### src/rtl/gwms_pkg.sv
// ----------------------------------------------------------------------------
// gwms_pkg
// Shared types and constants for the gaussian window matrix smoother.
// ----------------------------------------------------------------------------
package gwms_pkg;

  localparam int NENT    = 9;
  localparam int DATA_W  = 32;
  localparam int ACC_W   = 64;
  localparam int MAXRES  = 32;
  localparam int NRES_W  = 5;
  localparam int STEP_W  = 5;
  localparam int CFG_W   = 7;
  localparam int WIN_RST = 30;

  typedef enum logic [1:0] {
    CMD_LOAD  = 2'd0,
    CMD_PUSH  = 2'd1,
    CMD_FLUSH = 2'd2
  } cmd_t;

  typedef logic [NENT-1:0][DATA_W-1:0] mat_t;

  typedef struct packed {
    logic clr;
    logic mul_en;
    logic acc_en;
    logic abs_en;
    logic add_en;
    logic init_en;
    logic step_en;
    logic fin_en;
  } lane_ctrl_t;

endpackage

### src/rtl/gwms_lane.sv
// ----------------------------------------------------------------------------
// gwms_lane
// One matrix entry: weighted accumulate, rounded restoring divide by the
// weight sum, saturation to 32 bits.
// ----------------------------------------------------------------------------
module gwms_lane #(
  parameter int WW = 18,
  parameter int SW = 25
) (
  input  logic                        clk,
  input  gwms_pkg::lane_ctrl_t        ctrl,
  input  logic [WW-1:0]               w,
  input  logic [gwms_pkg::DATA_W-1:0] v,
  input  logic [SW-1:0]               wsum,
  output logic [gwms_pkg::DATA_W-1:0] res
);

  localparam int DW = gwms_pkg::DATA_W;
  localparam int AC = gwms_pkg::ACC_W;
  localparam int PW = WW + 1 + DW;
  localparam int CW = (SW > DW) ? SW : DW;

  logic signed [PW-1:0] prod;
  logic [AC-1:0]        acc;
  logic                 neg;
  logic [AC-1:0]        mag;
  logic [AC-1:0]        dd;
  logic                 ovf;
  logic [SW-1:0]        rem;
  logic [DW-1:0]        dlo;
  logic [DW-1:0]        q;
  logic [SW:0]          sh;
  logic [SW:0]          dif;
  logic                 ge;

  assign sh  = {rem, dlo[DW-1]};
  assign ge  = sh >= {1'b0, wsum};
  assign dif = sh - {1'b0, wsum};

  always_ff @(posedge clk) begin
    if (ctrl.mul_en) begin
      prod <= $signed({1'b0, w}) * $signed(v);
    end
    if (ctrl.clr) begin
      acc <= '0;
    end else if (ctrl.acc_en) begin
      acc <= acc + AC'(prod);
    end
    if (ctrl.abs_en) begin
      neg <= acc[AC-1];
      mag <= acc[AC-1] ? (AC'(0) - acc) : acc;
    end
    if (ctrl.add_en) begin
      dd <= mag + AC'(wsum >> 1);
    end
    if (ctrl.init_en) begin
      ovf <= CW'(dd[AC-1:DW]) >= CW'(wsum);
      rem <= SW'(dd[AC-1:DW]);
      dlo <= dd[DW-1:0];
      q   <= '0;
    end else if (ctrl.step_en) begin
      rem <= ge ? SW'(dif) : SW'(sh);
      q   <= {q[DW-2:0], ge};
      dlo <= {dlo[DW-2:0], 1'b0};
    end
    if (ctrl.fin_en) begin
      if (wsum == '0) begin
        res <= '0;
      end else if (neg) begin
        res <= (ovf || q > {1'b1, {(DW-1){1'b0}}}) ? {1'b1, {(DW-1){1'b0}}}
                                                   : DW'(0) - q;
      end else begin
        res <= (ovf || q[DW-1]) ? {1'b0, {(DW-1){1'b1}}} : q;
      end
    end
  end

endmodule
### config.mk
export PLATFORM = sky130hd
export DESIGN_NAME = gwms_lane
export DESIGN_NICKNAME = d
export VERILOG_FILES = /design/src/rtl/gwms_pkg.sv /design/src/rtl/gwms_lane.sv
export SDC_FILE = /design/constraint.sdc
export NUM_CORES = 2
export LEC_CHECK = 0
export ABC_CLOCK_PERIOD_IN_PS = 9400
export BUFFER_PORTS_ARGS = -buffer_cell sky130_fd_sc_hd__buf_2
export CORE_UTILIZATION = 65
export CTS_BUF_LIST = sky130_fd_sc_hd__clkbuf_4 sky130_fd_sc_hd__clkbuf_8 sky130_fd_sc_hd__clkbuf_16
export CTS_CLUSTER_DIAMETER = 150
export CTS_CLUSTER_SIZE = 12
export DETAILED_ROUTE_END_ITERATION = 6
export GPL_ROUTABILITY_DRIVEN = 0
export PLACE_DENSITY = 0.89
export SYNTH_ARGS = -nofsm -noshare
export SYNTH_HDL_FRONTEND = slang
export SYNTH_SLANG_ARGS = --single-unit
### constraint.sdc
create_clock -name clk -period 9.4 [get_ports clk]
set_input_delay 1.41 -clock clk [delete_from_list [all_inputs] [get_ports clk]]
set_output_delay 1.41 -clock clk [all_outputs]
set_load 0.03 [all_outputs]
==> impl_metrics.csv <==
group,metric,value,unit
worst_setup_path,end_kind,"flip-flop",
worst_setup_path,crit_path_frequent_cell,"fa_1",
global_routing,grt_max_degree,88,
detailed_routing,met1_length,40.0,mm
timing,finalCriticalPeriod,8.31,ns
final_layout,final_util,69.5,%
outcome,status,"finished, final reports clean",
logic_synthesis,synth_nets,5460,
logic_synthesis,synth_edf_count,270,
floorplanning,die_h,259,um
clock_tree,numCtsBuffers,36,
worst_setup_path,path_class,"input pin to flip-flop",
floorplanning,die_w,259,um
run,cap_violations,0,
detailed_routing,drtIter0Drc,3110,
worst_setup_path,cp_num_buf_inv,6,
worst_setup_path,crit_path_cell_trace,"buf_2, nand2_1, fa_1, inv_1, fa_1, inv_1, fa_1, inv_1, fa_1, fa_1, inv_1, fa_1, inv_1, ha_1, a21o_1, a21o_1, a221oi_1, o21ai_0, or3_1, o21ai_0, o21ai_1, a21boi_0, nor2_1, or3_1",
global_routing,grt_pass1_vias,33300,
detailed_routing,wl_met2,48.3,mm
global_routing,overflow,0,
global_routing,antenna_found_initial,0,
floorplanning,rows,93,
timing,max_freq,120,MHz
detailed_routing,wl_per_cell,18.5,um
clock_tree,cts_root_buf,"clkbuf_16",
worst_setup_path,worstPathRequired,9.67,ns
timing,slew_headroom,17.8,%
detailed_routing,totalWireLength,100,mm
logic_synthesis,syn_inst,4550,
final_layout,layout-drive-gt1-share,6.06,%
timing,rsz0062_at_grt,"false",
detailed_routing,vias,32300,
worst_setup_path,cpPeakStageDelay,0.64,ns
logic_synthesis,synth-seq-cells,366,
clock_tree,cts_hold_buf,0,
final_layout,insertedDiodeCount,0,
worst_setup_path,crit_family,"adder cells",
timing,slew_viol_final,0,
timing,setup_viol,0,
placed_design,dp_hpwl,77.7,mm
worst_setup_path,cp-start-kind,"input pin",
clock_tree,clk_latency,0.54,ns
detailed_routing,post_drt_via_cell_ratio,5.98,
logic_synthesis,synth-seq-area-share,23.3,%
logic_synthesis,synth.distinct_cells,87,
logic_synthesis,synth_area,43000,um2
placed_design,portBuffers,115,
clock_tree,h-tree-depth,2,
detailed_routing,drc,0,
floorplanning,ios,116,
floorplanning,core_area,64900,um2
clock_tree,clockBufferDepth,3,
clock_tree,cts_tree,"yes",
global_routing,grt_pass1_wl,167,mm
worst_hold_path,hp-class,"flip-flop to flip-flop",
timing,skew,0.0227,ns
floorplanning,start_util,66.2,%
logic_synthesis,synth_async_sr_flop_share,0,%
detailed_routing,ant_nets,0,
timing,fin_tns_setup,0,ns
clock_tree,cts.sinks,366,
worst_setup_path,worst_ep_arrival_time,8.58,ns
detailed_routing,top_layer,"met4",
clock_tree,ctsResizeCount,0,
worst_setup_path,r2r_slack,5.12,ns
logic_synthesis,ys_warn_count,0,
final_layout,area_growth,5.00,%
logic_synthesis,ys.flop_type,"edfxtp_1",
clock_tree,postCtsSetupBuffers,0,
timing,worst-slew-pin-transition,1.23,ns
worst_setup_path,slowest_stage,"fa_1",
detailed_routing,first_pass_iters,7,
final_layout,fill_cells,4560,
floorplanning,die-area,67100,um2
clock_tree,path_clk_slew,0.06,ns
detailed_routing,wl_met3,8.45,mm
final_layout,nets,5436,
worst_setup_path,crit_fanout,32,
timing,period_share,88.4,%
timing,hold_violations,0,
global_routing,grt_usage,30.7,%
logic_synthesis,avgSynthCellArea,9.44,um2
-- kinds of logic (layout without fill, tap and decap cells) --
group,count (synthesis),in the layout,synth area share (%)
flip-flops,366,366,23.3
multiplexers,115,115,2.78
AND/OR/NAND/NOR,1350,1350,16.2
XOR/XNOR,241,241,4.91
AO/OA/AOI/OAI,706,706,10.6
adder cells (fa/ha/maj),826,826,33.8
buffers and inverters,946,948,8.32
-- tightest hold or removal path, delay by kind of cell (launching register included) --
family | cells | cell delay, ns
flops | 1 | 0.34
simple gates | 1 | 0.06
compound gates | 1 | 0.06
-- layout by cell type (no fill, tap or decap), drive strengths merged, types with 34 or more instances in the layout --
master	instances
a21o	118
a21oi	193
a31oi	36
and2	385
and3	34
buf	130
clkbuf	63
dfxtp	96
edfxtp	270
fa	560
ha	266
inv	753
mux2	36
mux2i	79
nand2	390
nand3	59
nand4	42
nor2	221
nor3	53
o21ai	151
xnor2	178
xor2	63
-- final cells by class --
class                   count  area, um2  area share, %
clock inverters             1       8.76         0.0194
clock buffers              63       1120           2.48
well taps                 855       1070           2.37
multi-input cells        3238      29400           65.1
inverters                 754       2830           6.27
repair buffers            130        688           1.53
flip-flops and latches    366      10000           22.2
-- stage by stage --
step | setup slack, ns | cell area, um2 | hold WS [ns] | cells
CTS | 1.17 | 45100 | 0.512 | 5407
floorplan | 1.13 | 43000 | 0.464 | 4550
global placement | 0.868 | 44000 | 0.491 | 5343
global route | 0.695 | 45100 | 0.551 | 5407
detailed placement | 0.602 | 44000 | 0.503 | 5343
finish | 1.09 | 45100 | 0.509 | 5407
-- layer usage --
metal	GRT usage [%]	vias to the layer above
li1	-	14800
met1	40.7	15700
met2	52.0	1516
met3	4.22	261
met4	10.4	0
met5	0	-
-- cells in the mapped netlist (5+ instances only) --
library cell	count	area [um2]
nor3_1	50	250
nand2_1	390	1460
and2_1	385	2410
or2_2	10	62.6
fa_1	560	11200
nand2b_1	26	163
mux2i_1	79	791
a211o_1	6	52.6
and3_1	34	213
o21bai_1	25	188
o41ai_1	12	105
and4_1	13	114
a31oi_1	36	225
nor4_1	17	106
nor2_1	221	830
nor4b_1	5	43.8
edfxtp_1	270	8110
a21boi_0	12	90.1
ha_1	266	3330
nor2b_1	18	113
o22ai_1	6	37.5
nand3_1	59	295
a21o_1	118	886
dfxtp_1	96	1920
or3_2	5	37.5
inv_1	753	2830
clkbuf_1	186	698
or3_1	24	150
o21a_1	14	105
or4_1	10	75.1
a211oi_1	29	218
nand4_1	42	263
mux2_2	36	405
a21oi_1	193	966
nand4b_1	16	140
a2bb2oi_1	5	43.8
o21ai_0	150	751
xnor2_1	178	1560
o211ai_1	9	67.6
a221oi_1	7	61.3
o31ai_1	25	188
a221o_1	6	60.1
xor2_1	63	552
o311ai_0	8	70.1
-- registers in the layout, indices dropped and copies added (netlist names) --
name  flops
acc      64
dd       64
mag      64
prod     51
dlo      32
q        32
res      32
rem      25
neg       1
ovf       1
-- final timing paths --
kind,startpoint,to,cells past startpoint
hold / removal,acc[53],acc[53],2
hold reg to reg,acc[53],acc[53],2
setup reg to reg,mag[6],dd[51],10
setup / recovery,w[2],prod[50],24
Power is left out: the tool's default activity adds up to more than one toggle a clock period on the data nets, which glitch-free logic cannot reach.
