[config.mk]
export PLATFORM = sky130hd
export DESIGN_NAME = gwms_weights
export DESIGN_NICKNAME = d
export VERILOG_FILES = /design/src/rtl/gwms_weights.sv
export SDC_FILE = /design/constraint.sdc
export NUM_CORES = 1
export LEC_CHECK = 0
export BUFFER_PORTS_ARGS = -buffer_cell sky130_fd_sc_hd__buf_2
export CAP_MARGIN = 20
export CELL_PAD_IN_SITES_DETAIL_PLACEMENT = 0
export CELL_PAD_IN_SITES_GLOBAL_PLACEMENT = 2
export CORE_MARGIN = 2
export CORE_UTILIZATION = 48
export DETAILED_ROUTE_END_ITERATION = 8
export GPL_TIMING_DRIVEN = 0
export PLACE_DENSITY_LB_ADDON = 0.12
export SKIP_CTS_REPAIR_TIMING = 1
export SLEW_MARGIN = 15
export SYNTH_ARGS = -nofsm -noshare
export SYNTH_HDL_FRONTEND = slang
export SYNTH_SLANG_ARGS = --single-unit
export TNS_END_PERCENT = 1
[constraint.sdc]
create_clock -name clk -period 7.2 [get_ports clk]
set_input_delay 0.72 -clock clk [delete_from_list [all_inputs] [get_ports clk]]
set_output_delay 0.72 -clock clk [all_outputs]
set_load 0.02 [all_outputs]
[src/rtl/gwms_weights.sv]
// ----------------------------------------------------------------------------
// gwms_weights
// Weight table memory, registered read.
// ----------------------------------------------------------------------------
module gwms_weights #(
  parameter int DEPTH = 64,
  parameter int AW    = 6,
  parameter int WW    = 18
) (
  input  logic          clk,
  input  logic          we,
  input  logic [AW-1:0] waddr,
  input  logic [WW-1:0] wdata,
  input  logic [AW-1:0] raddr,
  output logic [WW-1:0] rdata
);

  logic [WW-1:0] mem [DEPTH];

  always_ff @(posedge clk) begin
    if (we) begin
      mem[waddr] <= wdata;
    end
    rdata <= mem[raddr];
  end

endmodule

==> results.py, run 1 <==
metrics = {
    "final_layout": {
        "stdcell_count": 3498,
        "seqCellArea_um2": 35000,
        "fill_cells": 7018,
        "multi_input_area_um2": 9380,
        "nets": 2196,
        "drive_above_1_share_pct": 30.4,
        "syn_to_final_growth_pct": 14.6,
    },
    "grt": {
        "grt_pass1_vias": 21574,
        "grt_pass1_wl_mm": 161,
        "grt_max_degree": 65,
        "grt_usage_pct": 24.5,
        "grt-ovfl-total": 0,
        "antenna_found_initial": 4,
    },
    "timing": {
        "worst_pin_slew_ns": 1.13,
        "report.final.slew_viol_count": 0,
        "fin_tns_setup_ns": 0,
        "period_share_pct": 57.7,
        "post-route-min-period_ns": 4.15,
        "fmax_mhz": 241,
        "hold_viol": 0,
        "clock_skew_ns": 0.0229,
        "max_slew_margin_pct": 24.6,
        "final.setup.worst_slack_ns": 3.05,
        "setup_viol_count_final": 0,
        "rsz0062_at_grt": "no",
    },
    "floorplanning": {
        "num_rows": 111,
        "initial_utilization_pct": 48.5,
        "die_w_um": 309,
        "coreArea_um2": 91900,
        "io_pins": 50,
        "die-area_um2": 95400,
        "die_h_um": 309,
    },
    "logic_synthesis": {
        "synth_edf_count": 1152,
        "seq_area_frac_synth_pct": 78.3,
        "synth_top_family_by_area": "multiplexers",
        "synthMuxAreaShare_pct": 16.8,
        "syn-instance-count": 1957,
        "ys_types": 34,
        "syn_nets": 1989,
        "ys_warn_count": 0,
        "synth-simple-area-share_pct": 1.69,
        "synthesis.area_um2": 44600,
        "yosys_register_bits": 1170,
        "syn_area_per_cell_um2": 22.8,
        "synth-compound-area-share_pct": 1.81,
        "async_flop_share_pct": 0,
        "synth_xor_area_share_pct": 0,
        "synth_fa_ha_area_share_pct": 0,
        "ys.flop_type": "edfxtp_1",
    },
    "clocking": {
        "cts.path.max_buffers": 3,
        "numClockSinks": 1170,
        "cts.root.buffer_cell": "clkbuf_16",
        "numCtsBuffers": 115,
        "clkSlewWorstSetupHoldPaths_ns": 0.06,
        "htree_levels": 3,
        "clk_latency_ns": 0.69,
        "cts_tree": "done",
    },
    "placement": {
        "dp_slack_ns": 2.42,
        "dpl.cell_count": 3290,
        "place_congestion": 0.922,
        "dp_hpwl_mm": 75.4,
        "io_buffers": 41,
    },
    "drt": {
        "ant_nets": 0,
        "num_vias": 20818,
        "routed_wirelength_mm": 114,
        "drtIter0Drc": 2245,
        "drc_errors": 0,
        "dr.pass1.iters": 5,
        "drt-vias-per-instance": 5.95,
        "wl_per_cell_um": 32.5,
    },
    "power_and_ir_drop": {
        "powerDensity_nw_per_um2": 277,
        "p_leak_nw": 15.9,
        "vdd_drop_max_v": 0.000239,
    },
    "critical_path": {
        "slowest_stage": "o21ai_0",
        "worstSetupPathType": "in -> reg",
        "crit_top_cell": "clkbuf_1",
        "cp_max_fo": 10,
        "crit_chain": "buf_2, buf_1, clkbuf_1, clkbuf_1, a211oi_1, o21ai_0, o21ai_1",
        "max_stage_delay_ns": 0.83,
        "worst_setup_path_start_kind": "input pin",
        "cp.required_ns": 7.68,
        "crit_arrival_ns": 4.63,
        "worst_setup_path_end_kind": "flip-flop",
    },
    "run": {
        "maxCapViolCount": 0,
    },
    "status": {
        "status": "completed",
    },
    "hold_path": {
        "hp-class": "in -> reg",
    },
}
==> cell usage after synthesis, types with 2 or more instances <==
cell type,n,area [µm²]
or3_1,12,75.1
buf_4,19,143
nand4_1,2,12.5
nand3b_1,4,30.0
mux2i_1,60,601
edfxtp_1,1152,34600
nand3_1,9,45.0
nor2b_1,6,37.5
o21ai_0,35,175
nor2_1,90,338
or3b_2,2,17.5
a22oi_1,5,37.5
nand2_1,22,82.6
buf_6,13,146
o21ai_1,21,105
buf_2,33,165
nand2b_1,6,37.5
a21oi_1,30,150
dfxtp_1,18,360
mux2_2,12,135
a211oi_1,17,128
nor3_1,13,65.1
mux4_2,300,6760
o22ai_1,26,163
clkbuf_1,41,154
==> critical path, delay by kind of cell <==
family                 cells  cell delay, ns
buffers and inverters      4            2.54
AOI/OAI and AO/OA          3            1.35
==> logic make-up after synthesis <==
group | after synthesis
mux | 372
flops | 1170
buf+inv | 107
compound gates | 140
simple gates | 168
==> metal layers <==
metal | GRT usage [%] | vias up | share of wire [%]
li1 | - | 8729 | -
met1 | 33.6 | 11208 | 42
met2 | 39.6 | 707 | 49
met3 | 5.24 | 170 | 6.5
met4 | 8.20 | 4 | 3.2
met5 | 0 | - | 0.023
==> cell usage in the layout, fill, tap and decap left out, types with 9 or more instances in the layout <==
| master | instances |
|---|---|
| buf_6 | 23 |
| mux2i_1 | 60 |
| clkbuf_16 | 117 |
| nand2_1 | 22 |
| mux2_2 | 12 |
| buf_4 | 27 |
| o22ai_1 | 26 |
| edfxtp_1 | 1152 |
| buf_2 | 68 |
| o21ai_0 | 32 |
| a211oi_1 | 17 |
| a21oi_1 | 30 |
| nor2_2 | 30 |
| o21ai_1 | 24 |
| buf_12 | 11 |
| or3_1 | 12 |
| buf_8 | 22 |
| nand3_1 | 9 |
| bufinv_16 | 9 |
| nor2_1 | 28 |
| clkinv_2 | 13 |
| clkinv_1 | 27 |
| mux4_2 | 300 |
| nor3_1 | 11 |
| clkbuf_1 | 70 |
| dfxtp_1 | 18 |
| nor2_4 | 32 |
==> final cells by class <==
| type | count | area share [%] |
|---|---|---|
| plain buffers | 107 | 1.20 |
| well taps | 1243 | 3.04 |
| multi-input cells | 680 | 18.3 |
| clock buffers | 152 | 6.10 |
| repair buffers | 90 | 1.97 |
| diodes | 2 | 0.00979 |
| flip-flops and latches | 1170 | 68.4 |
| clock inverters | 54 | 0.969 |
==> per-stage QoR <==
step | total power, mW | cell area (µm²) | util (%) | hold WS (ns)
floorplan | 8.09 | 44600 | - | 0.784
global placement | 8.44 | 46400 | 50.4 | 1.04
detailed placement | 8.48 | 47500 | 51.7 | 1.03
CTS | 14.2 | 51100 | 55.6 | 0.522
global route | 14.5 | 51100 | 55.6 | 0.543
finish | 14.2 | 51100 | 55.6 | 0.539
==> power by group <==
part	total (mW)	internal (mW)	switching [mW]
Clock	5.82	3.34	2.48
Sequential	7.55	7.54	0.0138
Combinational	0.776	0.267	0.509
Total	14.2	11.1	3.01
==> sequential cells by signal, indices dropped and copies added (netlist names) <==
register and flops:
mem 1152, rdata 18
==> final timing paths <==
check             start           to  slack (ns)  cells past startpoint
min reg2reg  mem[54][7]     rdata[7]        1.06                      4
max reg2reg  mem[26][2]     rdata[2]        4.56                      5
min           wdata[15]  mem[10][15]        0.54                      1
max            raddr[2]     rdata[2]        3.05                      7
Power figures use the tool's default switching activity.
==> inputs of run 2 (changes only) <==
- ABC_AREA: not set -> 1
- CORE_UTILIZATION: 48 -> 44
- clock period: 7.2 -> 4.08 ns (I/O delays scaled with it)
==> results.py, run 2 <==
metrics = {
    "clocking": {
        "clkSlewWorstSetupHoldPaths_ns": 0.06,
        "cts.root.buffer_cell": "clkbuf_16",
        "cts_tree": "done",
        "cts.path.max_buffers": 3,
        "numCtsBuffers": 131,
        "clk_latency_ns": 0.75,
        "htree_levels": 4,
        "numClockSinks": 1170,
    },
    "timing": {
        "whs_ns": 0.124,
        "fin_tns_setup_ns": 0,
        "report.final.slew_viol_count": 0,
        "hold_viol": 0,
        "max_slew_margin_pct": 22.0,
        "rsz0062_at_grt": "no",
        "fmax_mhz": 378,
        "setup_viol_count_final": 0,
        "worst_pin_slew_ns": 1.17,
        "clock_skew_ns": 0.0241,
        "period_share_pct": 64.8,
        "post-route-min-period_ns": 2.64,
    },
    "drt": {
        "wl_per_cell_um": 27.5,
        "drt-vias-per-instance": 5.54,
        "dr.pass1.iters": 6,
        "routed_wirelength_mm": 157,
        "drtIter0Drc": 3499,
        "ant_nets": 0,
        "drc_errors": 0,
        "num_vias": 31633,
    },
    "floorplanning": {
        "die_w_um": 332,
        "initial_utilization_pct": 44.3,
        "die-area_um2": 110000,
        "coreArea_um2": 107000,
        "die_h_um": 332,
        "io_pins": 50,
        "num_rows": 120,
    },
    "grt": {
        "grt_pass1_vias": 29706,
        "grt_usage_pct": 28.4,
        "grt_use_met2_pct": 44.0,
        "grt_busiest_layer": "met2",
        "use_met1_pct": 41.5,
        "grt_max_degree": 65,
        "use_met3_pct": 4.38,
        "antenna_found_initial": 8,
        "grt_pass1_wl_mm": 220,
        "grt-ovfl-total": 0,
    },
    "logic_synthesis": {
        "syn_area_per_cell_um2": 12.0,
        "ys.flop_type": "edfxtp_1",
        "synth_top_area_share_pct": 72.9,
        "syn-instance-count": 3942,
        "yosys.area.top_type": "edfxtp_1",
        "synth.most_common_cell": "nand2_1",
        "synth_edf_count": 1152,
        "synthesis.area_um2": 47400,
        "netlist_top_cells_count": "1,458 x nand2_1, 1,152 x edfxtp_1, 979 x nand3_1, 109 x buf_2, 79 x buf_6",
        "ys_types": 18,
        "async_flop_share_pct": 0,
        "seq_area_frac_synth_pct": 73.7,
        "synthTopCellsByArea": "edfxtp_1 73%, nand2_1 12%, nand3_1 10%",
        "syn_nets": 3974,
        "yosys_register_bits": 1170,
        "ys_warn_count": 0,
    },
    "power_and_ir_drop": {
        "finalPower_mw": 26.6,
        "vdd_drop_max_v": 0.000401,
        "powerDensity_nw_per_um2": 482,
        "p_leak_nw": 20.0,
    },
    "critical_path": {
        "cp_max_fo": 18,
        "crit_arrival_ns": 3.00,
        "worst_setup_path_start_kind": "input pin",
        "worstSetupPathType": "in -> reg",
        "worst_setup_path_end_kind": "flip-flop",
        "cp.required_ns": 4.43,
    },
    "final_layout": {
        "layout_common_cells": "1,458 x nand2_1, 1,152 x edfxtp_1, 979 x nand3_1, 139 x buf_2, 138 x clkbuf_16",
        "fill_cells": 9520,
        "syn_to_final_growth_pct": 16.1,
        "postLayoutCoreUtil_pct": 51.4,
        "design_area_um2": 55100,
        "final_common_cell": "nand2_1",
        "largest-register": "mem",
        "largest_reg_flops": 1152,
        "reg_top3": "mem x1152, rdata x18",
        "drive_above_1_share_pct": 13.3,
        "nets": 4238,
    },
    "status": {
        "status": "completed",
    },
    "placement": {
        "place_congestion": 0.881,
        "dpl_cell_area_um2": 50900,
        "dp_hpwl_mm": 110,
        "io_buffers": 39,
    },
    "hold_path": {
        "hp-class": "in -> reg",
    },
    "run": {
        "maxCapViolCount": 0,
    },
}
-- run 2: cell types whose count changed in the layout (fill, tap and decap cells not counted), sizes merged, moves of 26 or more --
| cell | before | now |
|---|---|---|
| nand3 | 9 | 979 |
| o21ai | 56 | 0 |
| mux4 | 300 | 0 |
| o22ai | 26 | 0 |
| nand2 | 22 | 1458 |
| buf | 156 | 351 |
| a21oi | 30 | 0 |
| mux2i | 60 | 0 |
| nor2 | 90 | 56 |
-- run 2: cell type report --
cell class                      count  area (µm²)  area share, %
Inverter                           12        55.1          0.100
Timing Repair Buffer              131        1510           2.74
Sequential cell                  1170       35000           63.5
Multi-Input combinational cell   2510       11000           19.9
Buffer                            250        1730           3.14
Antenna cell                        3        7.51         0.0136
Clock inverter                     59         425          0.773
Clock buffer                      176        3660           6.64
Tap cell                         1403        1760           3.19
-- run 2: worst paths after layout --
| path | cells past startpoint | slack, ns | endpoint | start |
|---|---|---|---|---|
| setup / recovery | 4 | 1.44 | mem[41][5] | waddr[1] |
| hold / removal | 1 | 0.12 | mem[19][2] | wdata[2] |
| setup reg to reg | 8 | 2.25 | rdata[8] | mem[31][8] |
| hold reg to reg | 8 | 0.98 | rdata[1] | mem[62][1] |
-- run 2: kinds of logic (layout without fill, tap and decap cells) --
family	after synthesis	after routing	share of synthesized area, %
flops	1170	1170	73.7
other cells	0	3	0
simple gates	2510	2510	22.5
buf+inv	262	628	3.76
-- run 2: power by group --
part / internal (mW) / leakage (nW) / switching [mW]
sequential: 13.3 / 10.5 / 0.0232
combinational: 0.486 / 7.49 / 1.48
clock: 6.49 / 2.00 / 4.77
total: 20.3 / 20.0 / 6.28
-- run 2: worst max-delay path, stage by stage --
cell	delay (ns)
clkbuf_1	0.22
inv_1	0.32
nand4_1	0.97
nor2_4	1.05
-- run 2: metal layers --
metal	share of wire (%)	vias up
li1	-	14469
met1	45	15689
met2	46	1246
met3	7.2	223
met4	2.7	6
met5	0.024	-
-- run 2: metrics by stage --
stage / instances / setup slack, ns
floorplan: 3942 / 0.921
global placement: 5384 / -1.94
detailed placement: 5473 / 0.792
CTS: 5708 / 1.57
global route: 5711 / 1.48
finish: 5714 / 1.44
